## config.mk

```make
export PLATFORM = sky130hd
export DESIGN_NAME = fifo_with_priority_extract
export DESIGN_NICKNAME = d
export VERILOG_FILES = /design/src/design/fpx_pkg.sv /design/src/design/fpx_ram.sv /design/src/design/fpx_best.sv /design/src/design/fifo_with_priority_extract.sv
export SDC_FILE = /design/constraint.sdc
export NUM_CORES = 1
export LEC_CHECK = 0
export ABC_CLOCK_PERIOD_IN_PS = 10280
export BUFFER_PORTS_ARGS = -buffer_cell sky130_fd_sc_hd__buf_2
export CAP_MARGIN = 20
export CORE_MARGIN = 2
export CORE_UTILIZATION = 67
export CTS_BUF_LIST = sky130_fd_sc_hd__clkbuf_16
export DETAILED_ROUTE_END_ITERATION = 8
export PLACE_DENSITY = 0.85
export SYNTH_ARGS = -nofsm -noshare
export SYNTH_HDL_FRONTEND = slang
export SYNTH_SLANG_ARGS = --single-unit
```

## constraint.sdc

```tcl
create_clock -name clk_i -period 10.28 [get_ports clk_i]
set_clock_uncertainty 0.2 [all_clocks]
set_input_delay 1.028 -clock clk_i [delete_from_list [all_inputs] [get_ports clk_i]]
set_output_delay 1.028 -clock clk_i [all_outputs]
set_load 0.01 [all_outputs]
```

## src/design/fpx_pkg.sv

```systemverilog
package fpx_pkg;

  // Queue geometry
  localparam int DEPTH         = 16;
  localparam int PAYLOAD_BITS  = 16;
  localparam int PRIORITY_BITS = 8;
  localparam int IDX_W         = $clog2(DEPTH);
  localparam int CNT_W         = $clog2(DEPTH + 1);
  localparam int ENTRY_W       = PAYLOAD_BITS + PRIORITY_BITS;
  localparam int CMD_W         = 2;
  localparam int STATUS_W      = 2;

  // Command codes
  localparam logic [CMD_W-1:0] CMD_ENQ  = 2'd0;
  localparam logic [CMD_W-1:0] CMD_DEQ  = 2'd1;
  localparam logic [CMD_W-1:0] CMD_PDEQ = 2'd2;

  // Status codes
  localparam logic [STATUS_W-1:0] ST_OK    = 2'd0;
  localparam logic [STATUS_W-1:0] ST_EMPTY = 2'd1;
  localparam logic [STATUS_W-1:0] ST_FULL  = 2'd2;

  // Control for the shared priority compare unit
  typedef struct packed {
    logic             en;     // a held entry is presented this cycle
    logic             first;  // it is the head entry, load unconditionally
    logic [CNT_W-1:0] off;    // its offset from the head
  } fpx_cmp_ctrl_t;

  // Physical slot of an entry at offset off from the head (wraps at DEPTH)
  function automatic logic [IDX_W-1:0] slot(input logic [IDX_W-1:0] head,
                                            input logic [CNT_W-1:0] off);
    logic [CNT_W:0] sum;
    sum = {{(CNT_W + 1 - IDX_W){1'b0}}, head} + {1'b0, off};
    if (sum >= (CNT_W + 1)'(DEPTH)) begin
      sum = sum - (CNT_W + 1)'(DEPTH);
    end
    return sum[IDX_W-1:0];
  endfunction

endpackage

```

## src/design/fpx_ram.sv

```systemverilog
module fpx_ram #(
  parameter int WIDTH = 8,
  parameter int DEPTH = 16
) (
  input  logic                     clk_i,
  input  logic                     we_i,
  input  logic [$clog2(DEPTH)-1:0] waddr_i,
  input  logic [WIDTH-1:0]         wdata_i,
  input  logic                     re_i,
  input  logic [$clog2(DEPTH)-1:0] raddr_i,
  output logic [WIDTH-1:0]         rdata_o
);

  logic [WIDTH-1:0] mem_q [DEPTH];
  logic [WIDTH-1:0] rdata_q;

  // One write port, one registered read port
  always_ff @(posedge clk_i) begin
    if (we_i) begin
      mem_q[waddr_i] <= wdata_i;
    end
    if (re_i) begin
      rdata_q <= mem_q[raddr_i];
    end
  end

  assign rdata_o = rdata_q;

endmodule

```

## src/design/fpx_best.sv

```systemverilog
module fpx_best (
  input  logic                                clk_i,
  input  fpx_pkg::fpx_cmp_ctrl_t              ctrl_i,
  input  logic [fpx_pkg::PRIORITY_BITS-1:0]   pri_i,
  input  logic [fpx_pkg::PAYLOAD_BITS-1:0]    pay_i,
  output logic [fpx_pkg::PRIORITY_BITS-1:0]   best_pri_o,
  output logic [fpx_pkg::PAYLOAD_BITS-1:0]    best_pay_o,
  output logic [fpx_pkg::CNT_W-1:0]           best_off_o
);

  logic [fpx_pkg::PRIORITY_BITS-1:0] best_pri_q;
  logic [fpx_pkg::PAYLOAD_BITS-1:0]  best_pay_q;
  logic [fpx_pkg::CNT_W-1:0]         best_off_q;
  logic                              take;

  // Strictly greater wins, so the earliest of equal maxima stays
  assign take = ctrl_i.en && (ctrl_i.first || (pri_i > best_pri_q));

  always_ff @(posedge clk_i) begin
    if (take) begin
      best_pri_q <= pri_i;
      best_pay_q <= pay_i;
      best_off_q <= ctrl_i.off;
    end
  end

  assign best_pri_o = best_pri_q;
  assign best_pay_o = best_pay_q;
  assign best_off_o = best_off_q;

endmodule

```

## src/design/fifo_with_priority_extract.sv

```systemverilog
// From input transaction to result valid: enqueue, errors and no-op pass the start and finish states;
// head dequeue adds a head read; priority dequeue adds a scan, a pick and a compaction.
// One command at a time: the next is accepted in the cycle after the result loads; a priority
// dequeue takes longest, its length set by the RAM ports (scan, then compaction).
// rst_ni is asynchronous, active low: queue empties, head returns to slot 0.
// Entry storage is not cleared; only held entries are ever read.
module fifo_with_priority_extract (
  input  logic                                clk_i,
  input  logic                                rst_ni,
  input  logic                                in_valid_i,
  output logic                                in_ready_o,
  input  logic [fpx_pkg::CMD_W-1:0]           command_i,
  input  logic [fpx_pkg::PAYLOAD_BITS-1:0]    payload_i,
  input  logic [fpx_pkg::PRIORITY_BITS-1:0]   priority_req_i,
  output logic                                out_valid_o,
  input  logic                                out_ready_i,
  output logic [fpx_pkg::STATUS_W-1:0]        status_o,
  output logic [fpx_pkg::PAYLOAD_BITS-1:0]    out_payload_o,
  output logic [fpx_pkg::PRIORITY_BITS-1:0]   out_priority_o,
  output logic [fpx_pkg::CNT_W-1:0]           occupancy_o
);

  localparam logic [2:0] S_IDLE  = 3'd0;
  localparam logic [2:0] S_START = 3'd1;
  localparam logic [2:0] S_HEAD  = 3'd2;
  localparam logic [2:0] S_SCAN  = 3'd3;
  localparam logic [2:0] S_PICK  = 3'd4;
  localparam logic [2:0] S_MOVE  = 3'd5;
  localparam logic [2:0] S_FIN   = 3'd6;

  logic [2:0] state_q, state_d;

  logic [fpx_pkg::CMD_W-1:0]         cmd_q, cmd_d;
  logic [fpx_pkg::PAYLOAD_BITS-1:0]  pay_q, pay_d;
  logic [fpx_pkg::PRIORITY_BITS-1:0] pri_q, pri_d;

  logic [fpx_pkg::IDX_W-1:0] head_q, head_d;
  logic [fpx_pkg::CNT_W-1:0] count_q, count_d;
  logic [fpx_pkg::CNT_W-1:0] off_q, off_d;
  logic                      pend_q, pend_d;

  logic [fpx_pkg::STATUS_W-1:0]      res_status_q, res_status_d;
  logic [fpx_pkg::PAYLOAD_BITS-1:0]  res_pay_q, res_pay_d;
  logic [fpx_pkg::PRIORITY_BITS-1:0] res_pri_q, res_pri_d;

  logic                              out_valid_q, out_valid_d;
  logic                              out_load;
  logic [fpx_pkg::STATUS_W-1:0]      out_status_q;
  logic [fpx_pkg::PAYLOAD_BITS-1:0]  out_pay_q;
  logic [fpx_pkg::PRIORITY_BITS-1:0] out_pri_q;
  logic [fpx_pkg::CNT_W-1:0]         out_occ_q;

  // Entry RAM ports
  logic                         ram_we, ram_re;
  logic [fpx_pkg::IDX_W-1:0]    ram_waddr, ram_raddr;
  logic [fpx_pkg::ENTRY_W-1:0]  ram_wdata, ram_rdata;
  logic [fpx_pkg::PAYLOAD_BITS-1:0]  rd_pay;
  logic [fpx_pkg::PRIORITY_BITS-1:0] rd_pri;

  // Compare unit
  fpx_pkg::fpx_cmp_ctrl_t            cmp_ctrl;
  logic [fpx_pkg::PRIORITY_BITS-1:0] best_pri;
  logic [fpx_pkg::PAYLOAD_BITS-1:0]  best_pay;
  logic [fpx_pkg::CNT_W-1:0]         best_off;

  assign rd_pri = ram_rdata[fpx_pkg::PRIORITY_BITS-1:0];
  assign rd_pay = ram_rdata[fpx_pkg::ENTRY_W-1:fpx_pkg::PRIORITY_BITS];

  fpx_ram #(
    .WIDTH (fpx_pkg::ENTRY_W),
    .DEPTH (fpx_pkg::DEPTH)
  ) u_ram (
    .clk_i   (clk_i),
    .we_i    (ram_we),
    .waddr_i (ram_waddr),
    .wdata_i (ram_wdata),
    .re_i    (ram_re),
    .raddr_i (ram_raddr),
    .rdata_o (ram_rdata)
  );

  fpx_best u_best (
    .clk_i      (clk_i),
    .ctrl_i     (cmp_ctrl),
    .pri_i      (rd_pri),
    .pay_i      (rd_pay),
    .best_pri_o (best_pri),
    .best_pay_o (best_pay),
    .best_off_o (best_off)
  );

  // Sequencer
  always_comb begin
    state_d      = state_q;
    cmd_d        = cmd_q;
    pay_d        = pay_q;
    pri_d        = pri_q;
    head_d       = head_q;
    count_d      = count_q;
    off_d        = off_q;
    pend_d       = pend_q;
    res_status_d = res_status_q;
    res_pay_d    = res_pay_q;
    res_pri_d    = res_pri_q;
    in_ready_o   = 1'b0;
    out_load     = 1'b0;
    ram_we       = 1'b0;
    ram_waddr    = '0;
    ram_wdata    = {pay_q, pri_q};
    ram_re       = 1'b0;
    ram_raddr    = '0;
    cmp_ctrl     = '0;

    case (state_q)
      S_IDLE: begin
        in_ready_o = 1'b1;
        if (in_valid_i) begin
          cmd_d   = command_i;
          pay_d   = payload_i;
          pri_d   = priority_req_i;
          state_d = S_START;
        end
      end

      S_START: begin
        res_status_d = fpx_pkg::ST_OK;
        res_pay_d    = '0;
        res_pri_d    = '0;
        off_d        = '0;
        state_d      = S_FIN;
        case (cmd_q)
          fpx_pkg::CMD_ENQ: begin
            if (count_q >= fpx_pkg::CNT_W'(fpx_pkg::DEPTH)) begin
              res_status_d = fpx_pkg::ST_FULL;
            end else begin
              ram_we    = 1'b1;
              ram_waddr = fpx_pkg::slot(head_q, count_q);
              count_d   = count_q + 1'b1;
            end
          end
          fpx_pkg::CMD_DEQ, fpx_pkg::CMD_PDEQ: begin
            if (count_q == '0) begin
              res_status_d = fpx_pkg::ST_EMPTY;
            end else if (cmd_q == fpx_pkg::CMD_DEQ) begin
              ram_re    = 1'b1;
              ram_raddr = head_q;
              state_d   = S_HEAD;
            end else begin
              state_d = S_SCAN;
            end
          end
          default: begin
          end
        endcase
      end

      S_HEAD: begin
        res_pay_d = rd_pay;
        res_pri_d = rd_pri;
        head_d    = fpx_pkg::slot(head_q, fpx_pkg::CNT_W'(1));
        count_d   = count_q - 1'b1;
        state_d   = S_FIN;
      end

      // Stream held entries through the compare unit, one per cycle
      S_SCAN: begin
        if (off_q < count_q) begin
          ram_re    = 1'b1;
          ram_raddr = fpx_pkg::slot(head_q, off_q);
          off_d     = off_q + 1'b1;
        end
        cmp_ctrl.en    = (off_q != '0);
        cmp_ctrl.first = (off_q == fpx_pkg::CNT_W'(1));
        cmp_ctrl.off   = off_q - 1'b1;
        if (off_q != '0 && off_q == count_q) begin
          state_d = S_PICK;
        end
      end

      S_PICK: begin
        res_pay_d = best_pay;
        res_pri_d = best_pri;
        count_d   = count_q - 1'b1;
        off_d     = best_off + 1'b1;
        pend_d    = 1'b0;
        state_d   = S_MOVE;
      end

      // Close the gap: read offset k+1, write it to offset k next cycle
      S_MOVE: begin
        if (off_q <= count_q) begin
          ram_re    = 1'b1;
          ram_raddr = fpx_pkg::slot(head_q, off_q);
          off_d     = off_q + 1'b1;
          pend_d    = 1'b1;
        end else begin
          pend_d = 1'b0;
        end
        if (pend_q) begin
          ram_we    = 1'b1;
          ram_waddr = fpx_pkg::slot(head_q, off_q - fpx_pkg::CNT_W'(2));
          ram_wdata = ram_rdata;
        end
        if (!pend_q && off_q > count_q) begin
          state_d = S_FIN;
        end
      end

      S_FIN: begin
        if (!out_valid_q || out_ready_i) begin
          out_load = 1'b1;
          state_d  = S_IDLE;
        end
      end

      default: begin
        state_d = S_IDLE;
      end
    endcase
  end

  assign out_valid_d = out_load | (out_valid_q & ~out_ready_i);

  // Control registers
  always_ff @(posedge clk_i or negedge rst_ni) begin
    if (!rst_ni) begin
      state_q     <= S_IDLE;
      head_q      <= '0;
      count_q     <= '0;
      off_q       <= '0;
      pend_q      <= 1'b0;
      out_valid_q <= 1'b0;
    end else begin
      state_q     <= state_d;
      head_q      <= head_d;
      count_q     <= count_d;
      off_q       <= off_d;
      pend_q      <= pend_d;
      out_valid_q <= out_valid_d;
    end
  end

  // Command and result payload registers
  always_ff @(posedge clk_i) begin
    cmd_q        <= cmd_d;
    pay_q        <= pay_d;
    pri_q        <= pri_d;
    res_status_q <= res_status_d;
    res_pay_q    <= res_pay_d;
    res_pri_q    <= res_pri_d;
    if (out_load) begin
      out_status_q <= res_status_q;
      out_pay_q    <= res_pay_q;
      out_pri_q    <= res_pri_q;
      out_occ_q    <= count_q;
    end
  end

  assign out_valid_o    = out_valid_q;
  assign status_o       = out_status_q;
  assign out_payload_o  = out_pay_q;
  assign out_priority_o = out_pri_q;
  assign occupancy_o    = out_occ_q;

  // Occupancy never exceeds the queue depth
  a_count_bound: assert property (@(posedge clk_i) disable iff (!rst_ni)
    count_q <= fpx_pkg::CNT_W'(fpx_pkg::DEPTH))
    else $error("occupancy above depth");

  // A scan only runs over a non-empty queue
  a_scan_nonempty: assert property (@(posedge clk_i) disable iff (!rst_ni)
    (state_q == S_SCAN) |-> (count_q != '0))
    else $error("priority scan on empty queue");

  // The winner found by the scan is a held entry
  a_best_held: assert property (@(posedge clk_i) disable iff (!rst_ni)
    (state_q == S_PICK) |-> (best_off < count_q))
    else $error("selected entry outside queue");

  // Compaction never reads and writes the same slot in one cycle
  a_move_no_clash: assert property (@(posedge clk_i) disable iff (!rst_ni)
    (ram_we && ram_re) |-> (ram_waddr != ram_raddr))
    else $error("RAM read and write collide");

  // A result is loaded only when the output register is free
  a_out_free: assert property (@(posedge clk_i) disable iff (!rst_ni)
    out_load |-> (!out_valid_q || out_ready_i))
    else $error("result overwritten");

endmodule

```

### After elaboration in Yosys (flattened, before gate mapping)

Memories as Yosys holds them, arrays and structs flattened. A register that Yosys moved wholly into a read port is not among the register bits.
Index checks and enable logic that the tools add are counted.

| operators by class | value |
|---|---|
| $add $sub $neg | 14 |
| order comparisons | 9 |
| equality and inequality tests | 18 |
| mux-type cells | 52 |
| bitwise logic cells | 3 |
| reductions and logical operators | 21 |

Operator list:

| cell | count |
|---|---|
| 24-bit two-way mux | 2 |
| 4-bit two-way mux | 12 |
| 16-bit case mux with 3 select lines | 1 |
| 8-bit case mux with 3 select lines | 1 |
| 3-bit case mux with 7 select lines | 1 |
| 5-bit two-way mux | 4 |
| 5-bit case mux with 4 select lines | 1 |
| 4-bit by 5-bit adder with 6-bit output | 3 |
| 6-bit by 5-bit greater-or-equal comparator with 1-bit output (second input constant) | 3 |
| 3-bit two-way mux | 6 |
| 4-bit by 1-bit subtractor with 4-bit output (second input constant) | 4 |
| 5-bit by 1-bit adder with 5-bit output (second input constant) | 3 |
| 1-bit two-way mux | 15 |
| 2-bit != test (second input constant) | 7 |
| 4-bit case mux with 3 select lines | 1 |
| 5-bit greater-or-equal comparator (second input constant) | 2 |
| 5-bit case mux with 2 select lines | 1 |
| 5-bit by 1-bit subtractor with 5-bit output (second input constant) | 2 |
| 3-bit equality test (second input constant) | 3 |
| 8-bit > comparator | 1 |
| 4-bit case mux with 2 select lines | 1 |
| 7-bit two-way mux | 1 |
| 3-bit by 2-bit equality test with 1-bit output (second input constant) | 2 |
| 3-bit AND reduction | 2 |
| 31 further kinds | 38 |

| word-level totals | value |
|---|---|
| register bits | 131 |
| bits in writable memories | 384 |
| input port bits | 30 |
| output and inout port bits | 33 |
| word-level logic and storage cells | 137 |
| memories | 1 |

Memories:

| name | words | bits a word | rd ports | clocked after memory_dff | write ports | line | RTL |
|---|---|---|---|---|---|---|---|
| u_ram.mem_q | 16 | 24 | 1 | 1 | 1 | fpx_ram.sv:14 | `logic [WIDTH-1:0] mem_q [DEPTH];` |

### Logic depth before layout (Yosys ltp)

Gate-level depths: netlist of run 1.

| logic depth | value |
|---|---|
| depth after elaboration | 6 |
| depth in mapped cells | 14 |
| depth with buffers taken out | 10 |

### By module

Synthesis of run 1 repeated with hierarchy kept, for this count alone.

| unflattened totals | value |
|---|---|
| cell total of the unflattened synthesis | 1068 |
| area, all modules | 21305.4 µm² |

Modules (own cells, without submodules):

| module | times used | cells an instance | area each (µm²) | seq. area each (µm²) |
|---|---|---|---|---|
| fpx_ram | 1 | 636 | 15170.8 | 12251.8 |
| fifo_with_priority_extract | 1 | 374 | 5046.1 | 2967.8 |
| fpx_best | 1 | 58 | 1088.5 | 870.8 |

### Worst setup path after synthesis of run 1

OpenSTA, ideal clock, no wires.

| timing path | value |
|---|---|
| path kind | reg-to-reg |
| start point | reg off_q[1] in the netlist's numbering |
| end point | mem u_ram.mem_q[2][0] in the netlist's numbering (enable) |
| setup time | 0.435 ns |
| arrival time | 3.364 ns |
| setup slack | 6.281 ns |
| cell stages (with the launch flop) | 9 |
| path buffers | 0 |
| path through | dfrtp_1 > inv_1 > ha_1 > inv_1 > ha_1 > a21oi_1 > xnor2_1 > o22ai_1 > nor3_1 |

| on the way | value |
|---|---|
| word-level cells in the longest chain between the ends | 6 |
| elaborated cells on any way between the ends | 7 |
| those cells by class | add/sub: 3; order compare: 1; mux: 3 |

RTL lines:

| item | line | RTL |
|---|---|---|
| start, declared | fifo_with_priority_extract.sv:39 | `logic [fpx_pkg::CNT_W-1:0] off_q, off_d;` |
| start signal, assigned | fifo_with_priority_extract.sv:230 | `off_q <= '0;` |
| start signal, assigned | fifo_with_priority_extract.sv:237 | `off_q <= off_d;` |
| 5-bit by 2-bit subtractor with 5-bit output * | fifo_with_priority_extract.sv:201 | `ram_waddr = fpx_pkg::slot(head_q, off_q - fpx_pkg::CNT_W'(2));` |
| 4-bit by 5-bit adder with 6-bit output * | fpx_pkg.sv:34 | `sum = {{(CNT_W + 1 - IDX_W){1'b0}}, head} + {1'b0, off};` |
| 6-bit by 5-bit greater-or-equal comparator with 1-bit output or 4-bit by 1-bit subtractor with 4-bit output (tied branches) | fpx_pkg.sv:35, fpx_pkg.sv:36 |  |
| 4-bit two-way mux * | fpx_pkg.sv:35 | `if (sum >= (CNT_W + 1)'(DEPTH)) begin` |
| 4-bit two-way mux * | fifo_with_priority_extract.sv:199 | `if (pend_q) begin` |
| 4-bit case mux with 2 select lines * | fifo_with_priority_extract.sv:114 | `case (state_q)` |
| end, declared | fpx_ram.sv:14 |  |

Every way passes the cells marked *; elsewhere a longest branch is shown, timed or not.

### Worst setup path in the final report of run 1

| timing path | value |
|---|---|
| start point | reg count_q[1] in the netlist's numbering |
| end point | reg u_ram.rdata_q[20], in the netlist u_ram.rdata_o[20] (read register of u_ram.mem_q), data pin |

| on the way | value |
|---|---|
| word-level cells in the longest chain between the ends | 4 |
| elaborated cells on any way between the ends | 13 |
| those cells by class | order compare: 2; mux: 10; reduce/logical: 1 |

RTL lines:

| item | line | RTL |
|---|---|---|
| start, declared | fifo_with_priority_extract.sv:38 | `logic [fpx_pkg::CNT_W-1:0] count_q, count_d;` |
| start signal, assigned | fifo_with_priority_extract.sv:236 | `count_q <= count_d;` |
| parallel branches: the longest is 4 deep, another holds 5-bit <= comparator | - |  |
| end, declared | fpx_ram.sv:15 | `logic [WIDTH-1:0] rdata_q;` |

Parallel ways; which one is timed is not known.
A chain may end at the register's enable or synchronous reset.

==> results.json, run 1 <==
{
  "drv_slew": 0,
  "reg2reg_to": "u_ram.rdata_o[20]",
  "antenna_found_initial": 0,
  "vias": 12456,
  "synth-main-ff-cell": "edfxtp_1",
  "io_pins": 63,
  "dp_slack_ns": 5.902,
  "yosysUniqueCellTypes": 63,
  "setup_viol": 0,
  "slew-limit-headroom_pct": 25.03,
  "fin_setup_tns_ns": 0,
  "cts_setup_buffers": 0,
  "die_w_um": 185.2,
  "reg2reg_slack_ns": 5.74,
  "initial_core_util_pct": 67.75,
  "peakVddDrop_mv": 0.1264,
  "grt_overflow_total": 0,
  "clkTransAtPathRegs_ns": 0.06,
  "grt_max_degree": 76,
  "crit_required_ns": 10.37,
  "root_buffer": "clkbuf_16",
  "maxCapViolCount": 0,
  "htree_num_levels": 2,
  "grt_pass1_wl_um": 74190,
  "cts_resized": 0,
  "status": "complete, no violations",
  "tightest_slew_ns": 1.123,
  "area_growth_pct": 11.44,
  "cts_hold_buffers": 0,
  "viasPerCell": 6.643,
  "leakage_uw": 0.008449,
  "fmax_mhz": 220.2,
  "io_buffers": 62,
  "cts_buffers": 50,
  "grt_pass1_vias": 12589,
  "place_inst": 1787,
  "crit_fanout": 64,
  "fin_nets": 1464,
  "fillers": 1690,
  "gp_congestion": 0.9041,
  "wl_per_cell_um": 26.67,
  "ys_warn_count": 0,
  "critical_path_class": "register to register",
  "worst_setup_path_start_kind": "register",
  "routed_wl_um": 50000,
  "power_uw": 4257,
  "stdcell_count": 1875,
  "rsz0062_at_grt": "false",
  "die-area_sq_um": 34280,
  "cts_sinks": 539,
  "place_hpwl_um": 26600,
  "ys_ff_latch": 539,
  "core_area_sq_um": 32450,
  "fin_crit_sh_pct": 44.18,
  "ant_nets": 0,
  "avgSynthCellArea_sq_um": 16.80,
  "clock_latency_ns": 0.57,
  "cts_tree": "built",
  "crit_arrival_ns": 4.63,
  "synth-seq-area-share_pct": 73.18,
  "cts_buffer_depth": 3,
  "period_minus_slack_ns": 4.541,
  "layout-drive-gt1-share_pct": 20.45,
  "firstDrtPassIters": 6,
  "syn_area_sq_um": 21990,
  "syn-num-nets": 1376,
  "async_flop_share_pct": 3.525,
  "synth_area_leaders": "edfxtp_1, nand2_1, mux4_2, mux2i_1, dfrtp_1",
  "track_usage_pct": 29.95,
  "reg2reg_from": "count_q[1]",
  "yosys-top-cells-count": "edfxtp_1, nand2_1, mux2i_1",
  "reg2reg_depth": 10,
  "synth_top_area_share_pct": 71.02,
  "core.rowCount": 66,
  "synthCells": 1309,
  "synth_edf_count": 520,
  "power.density_nw_per_um2": 173.8,
  "crit_path_end_kind": "register",
  "fin_ws_ns": 5.739,
  "route.detailed.drc": 0,
  "yosys.area.top_type": "edfxtp_1",
  "drt_iter0_drc": 1374,
  "hold_viol": 0,
  "hold_path_class": "input port to asynchronous set/reset pin",
  "fp.dieH_um": 185.2,
  "num_antenna_cells": 0,
  "synth.most_common_cell": "edfxtp_1"
}
==> how the worst max path moves through the flow <==
stage | slack (ns) | endpoint | startpoint | cells after the start
floorplan | 6.28 | u_ram.mem_q[2][0] | off_q[1] | 8
global placement | 6.04 | u_ram.rdata_o[10] | count_q[1] | 10
detailed placement | 5.90 | u_ram.rdata_o[11] | count_q[1] | 10
CTS | 5.80 | u_ram.rdata_o[20] | count_q[1] | 10
global route | 5.51 | u_ram.rdata_o[20] | count_q[1] | 10
finish | 5.74 | u_ram.rdata_o[20] | count_q[1] | 10
==> worst max-delay path, stage by stage, from the launching register on <==
cell and delay [ns]:
dfrtp_1 0.49, inv_1 0.13, ha_1 0.32, nand2b_1 0.07, a211o_1 0.16, a21o_1 0.46, a32o_4 0.68, buf_4 0.85
mux2_1 0.42, o21ai_0 0.27, a211oi_2 0.12
==> registers in the layout (all words and copies together) (netlist names), 8 cells and up <==
signal	cells
res_pay_q	16
u_ram.rdata_o	24
u_best.best_pri_o	8
out_priority_o	8
out_payload_o	16
u_ram.mem_q	384
res_pri_q	8
u_best.best_pay_o	16
pri_q	8
pay_q	16
==> layout make-up <==
class	instances	area (sq um)	share of cell area [%]
flip-flops and latches	539	16090	65.67
multi-input cells	682	5525	22.55
clock buffers	50	1251	5.107
repair buffers	95	558.0	2.278
well taps	442	553.0	2.257
clock inverters	38	414.1	1.690
inverters	29	108.9	0.4443
==> stage by stage <==
stage / cell area (sq um) / utilization (%) / hold slack [ns]
6_report: 24500 / 75.50 / 0.2161
5_1_grt: 24500 / 75.50 / 0.2318
4_1_cts: 24500 / 75.50 / 0.2121
3_5_place_dp: 22840 / 70.36 / 0.2070
3_3_place_gp: 22840 / 70.36 / 0.2010
2_1_floorplan: 21990 / - / 0.2003
==> power breakdown <==
| part | internal (uW) | leakage (uW) | switching (uW) |
|---|---|---|---|
| combinational | 3.91 | 0.00264 | 3.77 |
| clock | 1090 | 0.000851 | 788 |
| sequential | 2370 | 0.00496 | 0.00000000000000755 |
| total | 3470 | 0.00845 | 792 |
==> routing by layer <==
layer | GRT usage [%] | up-vias | part of all wire, %
li1 | - | 5222 | -
met1 | 37.03 | 6161 | 35
met2 | 50.40 | 858 | 50
met3 | 5.132 | 215 | 9.1
met4 | 17.37 | 0 | 5.8
met5 | 0 | - | 0
==> placed cells by master (no fill, tap or decap), types with 5 or more instances in the layout <==
master	n
buf_4	33
mux2_1	8
a21o_1	6
bufinv_16	8
o21ai_1	7
mux4_2	32
nor2_2	14
ha_1	33
mux2_2	17
edfxtp_1	520
nand2_1	194
a21oi_1	27
xnor2_1	16
inv_1	41
a22o_1	27
and3_1	6
mux4_1	15
a211oi_2	22
nand2b_1	6
o21ai_0	34
clkinv_2	5
o22ai_1	26
a21oi_2	20
clkinv_1	5
clkbuf_16	50
mux2i_1	51
nor2_1	22
nand3_1	32
buf_2	62
dfrtp_1	19
==> cell families after synthesis <==
family / synth area share (%)
xor+xnor: 0.7569
buf+inv: 2.123
compound gates: 6.960
simple gates: 6.061
flops: 73.18
fa+ha+maj: 2.242
mux: 8.673
(Power assumes the default switching activity.)
==> run 2, diff against run 1 <==
ABC_CLOCK_PERIOD_IN_PS = 4600   (was 10280)
CORE_UTILIZATION = 62   (was 67)
PLACE_DENSITY = 0.79   (was 0.85)
clock period = 4.6 ns   (was 10.28 ns; I/O delays follow)
==> run 2 against run 1 <==
Compared with the run above: sequential share of layout area fell by 0.97 points; sequential power rose by 120%; total power rose by 120%; largest power group unchanged.
==> results.json, run 2 (same netlist as run 1, synthesis figures left out) <==
{
  "grt_max_degree": 76,
  "drt_iter0_drc": 1251,
  "layout-drive-gt1-share_pct": 20.34,
  "die-area_sq_um": 36980,
  "root_buffer": "clkbuf_16",
  "fp.dieH_um": 192.3,
  "reg2reg_to": "u_ram.rdata_o[16]",
  "cts_setup_buffers": 0,
  "fmax_mhz": 248.0,
  "hold_start": "out_ready_i",
  "leakage_uw": 0.008602,
  "routed_wl_um": 51090,
  "grt_overflow_total": 0,
  "drv_slew": 0,
  "clock_latency_ns": 0.58,
  "hold_viol": 0,
  "mostFrequentLayoutCell": "edfxtp_1",
  "layout_common_cells": "edfxtp_1, nand2_1, buf_2",
  "vias": 12468,
  "route.detailed.drc": 0,
  "worstHoldEndpoint": "out_valid_o",
  "wl_per_cell_um": 26.47,
  "crit_path_end_kind": "register",
  "hold_path_class": "input port to register",
  "worst_setup_path_start_kind": "register",
  "num_antenna_cells": 0,
  "grt_pass1_wl_um": 76560,
  "cts_buffer_depth": 3,
  "grt_pass1_vias": 12806,
  "min_delay_path_depth": 3,
  "io_buffers": 62,
  "io_pins": 63,
  "crit_slowest_cell": "o21ai_2",
  "fin_setup_tns_ns": 0,
  "tightest_slew_ns": 1.125,
  "finalCoreUtilization_pct": 71.64,
  "cts_sinks": 539,
  "largest_reg_flops": 384,
  "fin_nets": 1500,
  "clkTransAtPathRegs_ns": 0.06,
  "cts_buffers": 51,
  "period_minus_slack_ns": 4.033,
  "crit_chain": "inv_1 -> ha_1 -> nand2b_1 -> a211o_1 -> a21o_1 -> o211a_1 -> o21a_4 -> o21ai_2 -> buf_4 -> o22ai_1 -> a211oi_2",
  "maxCapViolCount": 0,
  "viasPerCell": 6.460,
  "htree_num_levels": 2,
  "critical_path_class": "register to register",
  "place_hpwl_um": 28400,
  "status": "complete, no violations",
  "crit_fanout": 15,
  "cts_hold_buffers": 27,
  "peakVddDrop_mv": 0.4429,
  "regMostFlops": "u_ram.mem_q",
  "rsz0062_at_grt": "false",
  "cp_top_family": "compound AO/OA/AOI/OAI gates",
  "ant_nets": 0,
  "slowest_delay_ns": 0.88,
  "area_growth_pct": 13.11,
  "crit_required_ns": 4.81,
  "die_w_um": 192.3,
  "crit_arrival_ns": 4.24,
  "cts_resized": 0,
  "core.rowCount": 68,
  "reg2reg_from": "count_q[1]",
  "slew-limit-headroom_pct": 25.01,
  "antenna_found_initial": 0,
  "power.density_nw_per_um2": 381.6,
  "whs_ns": 0.03694,
  "setup_viol": 0,
  "reg2reg_slack_ns": 0.57,
  "core_area_sq_um": 34710,
  "track_usage_pct": 28.46,
  "gp_congestion": 0.8842,
  "reg2reg_depth": 11,
  "fin_crit_sh_pct": 87.67,
  "firstDrtPassIters": 5,
  "initial_core_util_pct": 63.34,
  "cts_tree": "built",
  "critPathBufInv": 2
}
==> run 2: how the worst max path moves through the flow <==
stage / startpoint / end / slack, ns / depth (start not counted)
floorplan: off_q[1] / u_ram.mem_q[2][0] / 0.60 / 8
global placement: count_q[1] / u_ram.rdata_o[10] / 0.70 / 10
detailed placement: count_q[1] / u_ram.rdata_o[18] / 0.62 / 11
CTS: count_q[1] / u_ram.rdata_o[13] / 0.57 / 10
global route: count_q[1] / u_ram.rdata_o[16] / 0.38 / 11
finish: count_q[1] / u_ram.rdata_o[16] / 0.57 / 11
==> run 2: worst min-delay path, cell delays in order <==
cell      delay [ns]
buf_2           0.07
nand2b_1        0.16
nand2_1         0.07
==> run 2: per-stage QoR <==
stage	cells	worst slack (ns)	power (uW)	cell area [sq um]
2_1_floorplan	1309	0.6008	5406	21990
3_3_place_gp	1808	0.7035	5422	22950
3_5_place_dp	1808	0.6228	5422	22950
4_1_cts	1930	0.5742	9512	24870
5_1_grt	1930	0.3827	9707	24870
6_report	1930	0.5672	9488	24870
==> run 2: area by class of cell <==
type | count | area, sq um
inverter | 29 | 108.9
multi-input combinational | 682 | 5525
timing repair buffer | 130 | 925.9
fill | 2013 | 9846
clock inverter | 42 | 321.6
clock buffer | 53 | 1326
sequential | 539 | 16090
tap | 455 | 569.3
==> run 2: layer usage <==
metal | vias up | GRT usage (%) | share of wire (%)
met4 | 0 | 12.83 | 4.3
li1 | 5313 | - | -
met1 | 6286 | 36.98 | 37
met2 | 706 | 46.72 | 49
met3 | 163 | 6.074 | 10
met5 | - | 0 | 0
==> run 2: where the power goes <==
| part | internal [uW] | leakage (uW) | total (uW) | switching [uW] |
|---|---|---|---|---|
| sequential | 5300 | 0.00496 | 5300 | 0.0000000000000192 |
| combinational | 23.7 | 0.00280 | 35.8 | 12.1 |
| clock | 2360 | 0.000842 | 4150 | 1790 |
| total | 7690 | 0.00860 | 9490 | 1800 |
==> run 3, diff against run 2 <==
REMOVE_ABC_BUFFERS = 1   (was default)
==> run 3 against run 2 <==
Compared with the run above: design area fell by 0.29%; worst setup slack lost 0.057 ns; utilization is 0.21 points lower; total power is 2.7% lower; critical path depth decreased by 1; wire length is 1.8% lower; cell count stayed put; register-to-register slack got worse by 0.06 ns; sequential power about the same; critical path type unchanged; largest cell class unchanged; largest power group unchanged.
==> results.json, run 3 (same netlist as run 1, synthesis figures left out) <==
{
  "status": "complete, no violations",
  "tightest_slew_ns": 1.127,
  "route.detailed.drc": 0,
  "clkTransAtPathRegs_ns": 0.06,
  "htree_num_levels": 2,
  "fmax_mhz": 244.5,
  "viasPerCell": 6.341,
  "die_w_um": 192.3,
  "crit_fanout": 44,
  "fin_crit_sh_pct": 88.90,
  "rsz0062_at_grt": "false",
  "firstDrtPassIters": 5,
  "ant_nets": 0,
  "cts_buffer_depth": 3,
  "grt_max_degree": 76,
  "hold_path_class": "input port to register",
  "p_seq_share_pct": 57.4,
  "regMostFlops": "u_ram.mem_q",
  "fin_setup_tns_ns": 0,
  "power_switching_uw": 1772,
  "reg2reg_from": "count_q[1]",
  "crit_path_end_kind": "register",
  "setup_viol": 0,
  "hold_start": "out_ready_i",
  "leakage_uw": 0.008578,
  "cts_sinks": 539,
  "worst_setup_path_start_kind": "register",
  "min_delay_path_depth": 3,
  "internal_power_uw": 7465,
  "cts_setup_buffers": 0,
  "grt_pass1_vias": 12100,
  "io_pins": 63,
  "slew-limit-headroom_pct": 24.86,
  "cts_tree": "built",
  "core_area_sq_um": 34710,
  "largest_reg_flops": 384,
  "period_minus_slack_ns": 4.089,
  "grt_overflow_total": 0,
  "layout-drive-gt1-share_pct": 20.14,
  "gp_congestion": 0.9037,
  "layout_common_cells": "edfxtp_1, nand2_1, buf_2",
  "area_growth_pct": 12.78,
  "peakVddDrop_mv": 0.3466,
  "crit_arrival_ns": 4.21,
  "drt_iter0_drc": 1383,
  "crit_required_ns": 4.72,
  "io_buffers": 62,
  "num_antenna_cells": 0,
  "fin_nets": 1498,
  "wl_per_cell_um": 25.99,
  "maxCapViolCount": 0,
  "fin_area_sq_um": 24800,
  "reg2reg_depth": 10,
  "root_buffer": "clkbuf_16",
  "vias": 12238,
  "fp.dieH_um": 192.3,
  "antenna_found_initial": 0,
  "core.rowCount": 68,
  "routed_wl_um": 50150,
  "hold_viol": 0,
  "drv_slew": 0,
  "dp_slack_ns": 0.6063,
  "fin_ws_ns": 0.5107,
  "critical_path_class": "register to register",
  "reg2reg_slack_ns": 0.51,
  "track_usage_pct": 27.96,
  "mostFrequentLayoutCell": "edfxtp_1",
  "multi_input_area_sq_um": 5539,
  "p_sw_share_pct": 19.18,
  "power.density_nw_per_um2": 372.5,
  "place_hpwl_um": 26910,
  "cts_buffers": 52,
  "power_uw": 9237,
  "initial_core_util_pct": 63.34,
  "reg2reg_to": "u_ram.rdata_o[19]",
  "pwr-share-clk_pct": 42.2,
  "clock_latency_ns": 0.59,
  "worstHoldEndpoint": "out_valid_o",
  "fillers": 2053,
  "post_dp_cell_area_sq_um": 22950,
  "combinationalPowerShare_pct": 0.4,
  "grt_pass1_wl_um": 74510,
  "die-area_sq_um": 36980,
  "regArea_sq_um": 16090
}
run 3: cell type report:
type | instances | area share [%]
tap | 455 | 2.296
timing repair buffer | 127 | 3.744
multi-input combinational | 682 | 22.34
inverter | 29 | 0.4390
clock inverter | 45 | 0.9386
clock buffer | 53 | 5.349
sequential | 539 | 64.89
run 3: how the worst max path moves through the flow:
stage | from | to | slack [ns] | depth (start not counted)
finish | count_q[1] | u_ram.rdata_o[19] | 0.51 | 10
detailed placement | count_q[1] | u_ram.rdata_o[19] | 0.61 | 10
CTS | count_q[1] | u_ram.rdata_o[20] | 0.54 | 10
global placement | count_q[1] | u_ram.rdata_o[19] | 0.69 | 10
global route | count_q[1] | u_ram.rdata_o[20] | 0.27 | 10
floorplan | count_q[1] | u_ram.rdata_o[21] | -1.37 | 9
run 3: per-stage QoR:
stage               hold slack [ns]  utilization [%]  cells
finish                      0.07049            71.43   1930
global route                0.06868            71.43   1930
CTS                         0.04620            71.37   1929
detailed placement           0.2065            66.10   1804
global placement             0.2019            66.10   1804
floorplan                  -0.03559                -   1250
run 3: per-layer routing:
metal	global-route usage, %	share of wire [%]	wire, um	vias to the layer above
met1	37.90	38	18900	6172
met3	3.910	8.9	4486	111
met4	10.48	3.1	1534	0
met5	0	0	0	-
li1	-	-	-	5314
met2	46.78	50	25230	641
run 3: repair_timing:
item / CTS / global route
gates resized for setup: 0 / 0
hold buffers: 27 / 0
setup endpoints to repair: 0 / 0
endpoints found under the hold margin: 45 / 0
run 3: critical path, cell delays in order, from the launching register on:
cell      delay, ns
dfrtp_1        0.48
inv_1          0.13
ha_1           0.32
nand2b_1       0.08
a211o_1        0.15
a21o_1         0.48
a32o_4         0.85
buf_4          0.40
mux2_1         0.37
o21ai_0        0.22
a211oi_2       0.11
run 3: power by group through the flow:
stage | sequential, uW | combinational, uW | clock (uW)
2_1_floorplan | 5410 | 0.300 | 0
3_3_place_gp | 5410 | 15.7 | 0
3_5_place_dp | 5410 | 16.5 | 0
4_1_cts | 5300 | 34.4 | 3940
5_1_grt | 5300 | 37.4 | 4130
6_report | 5300 | 33.9 | 3900
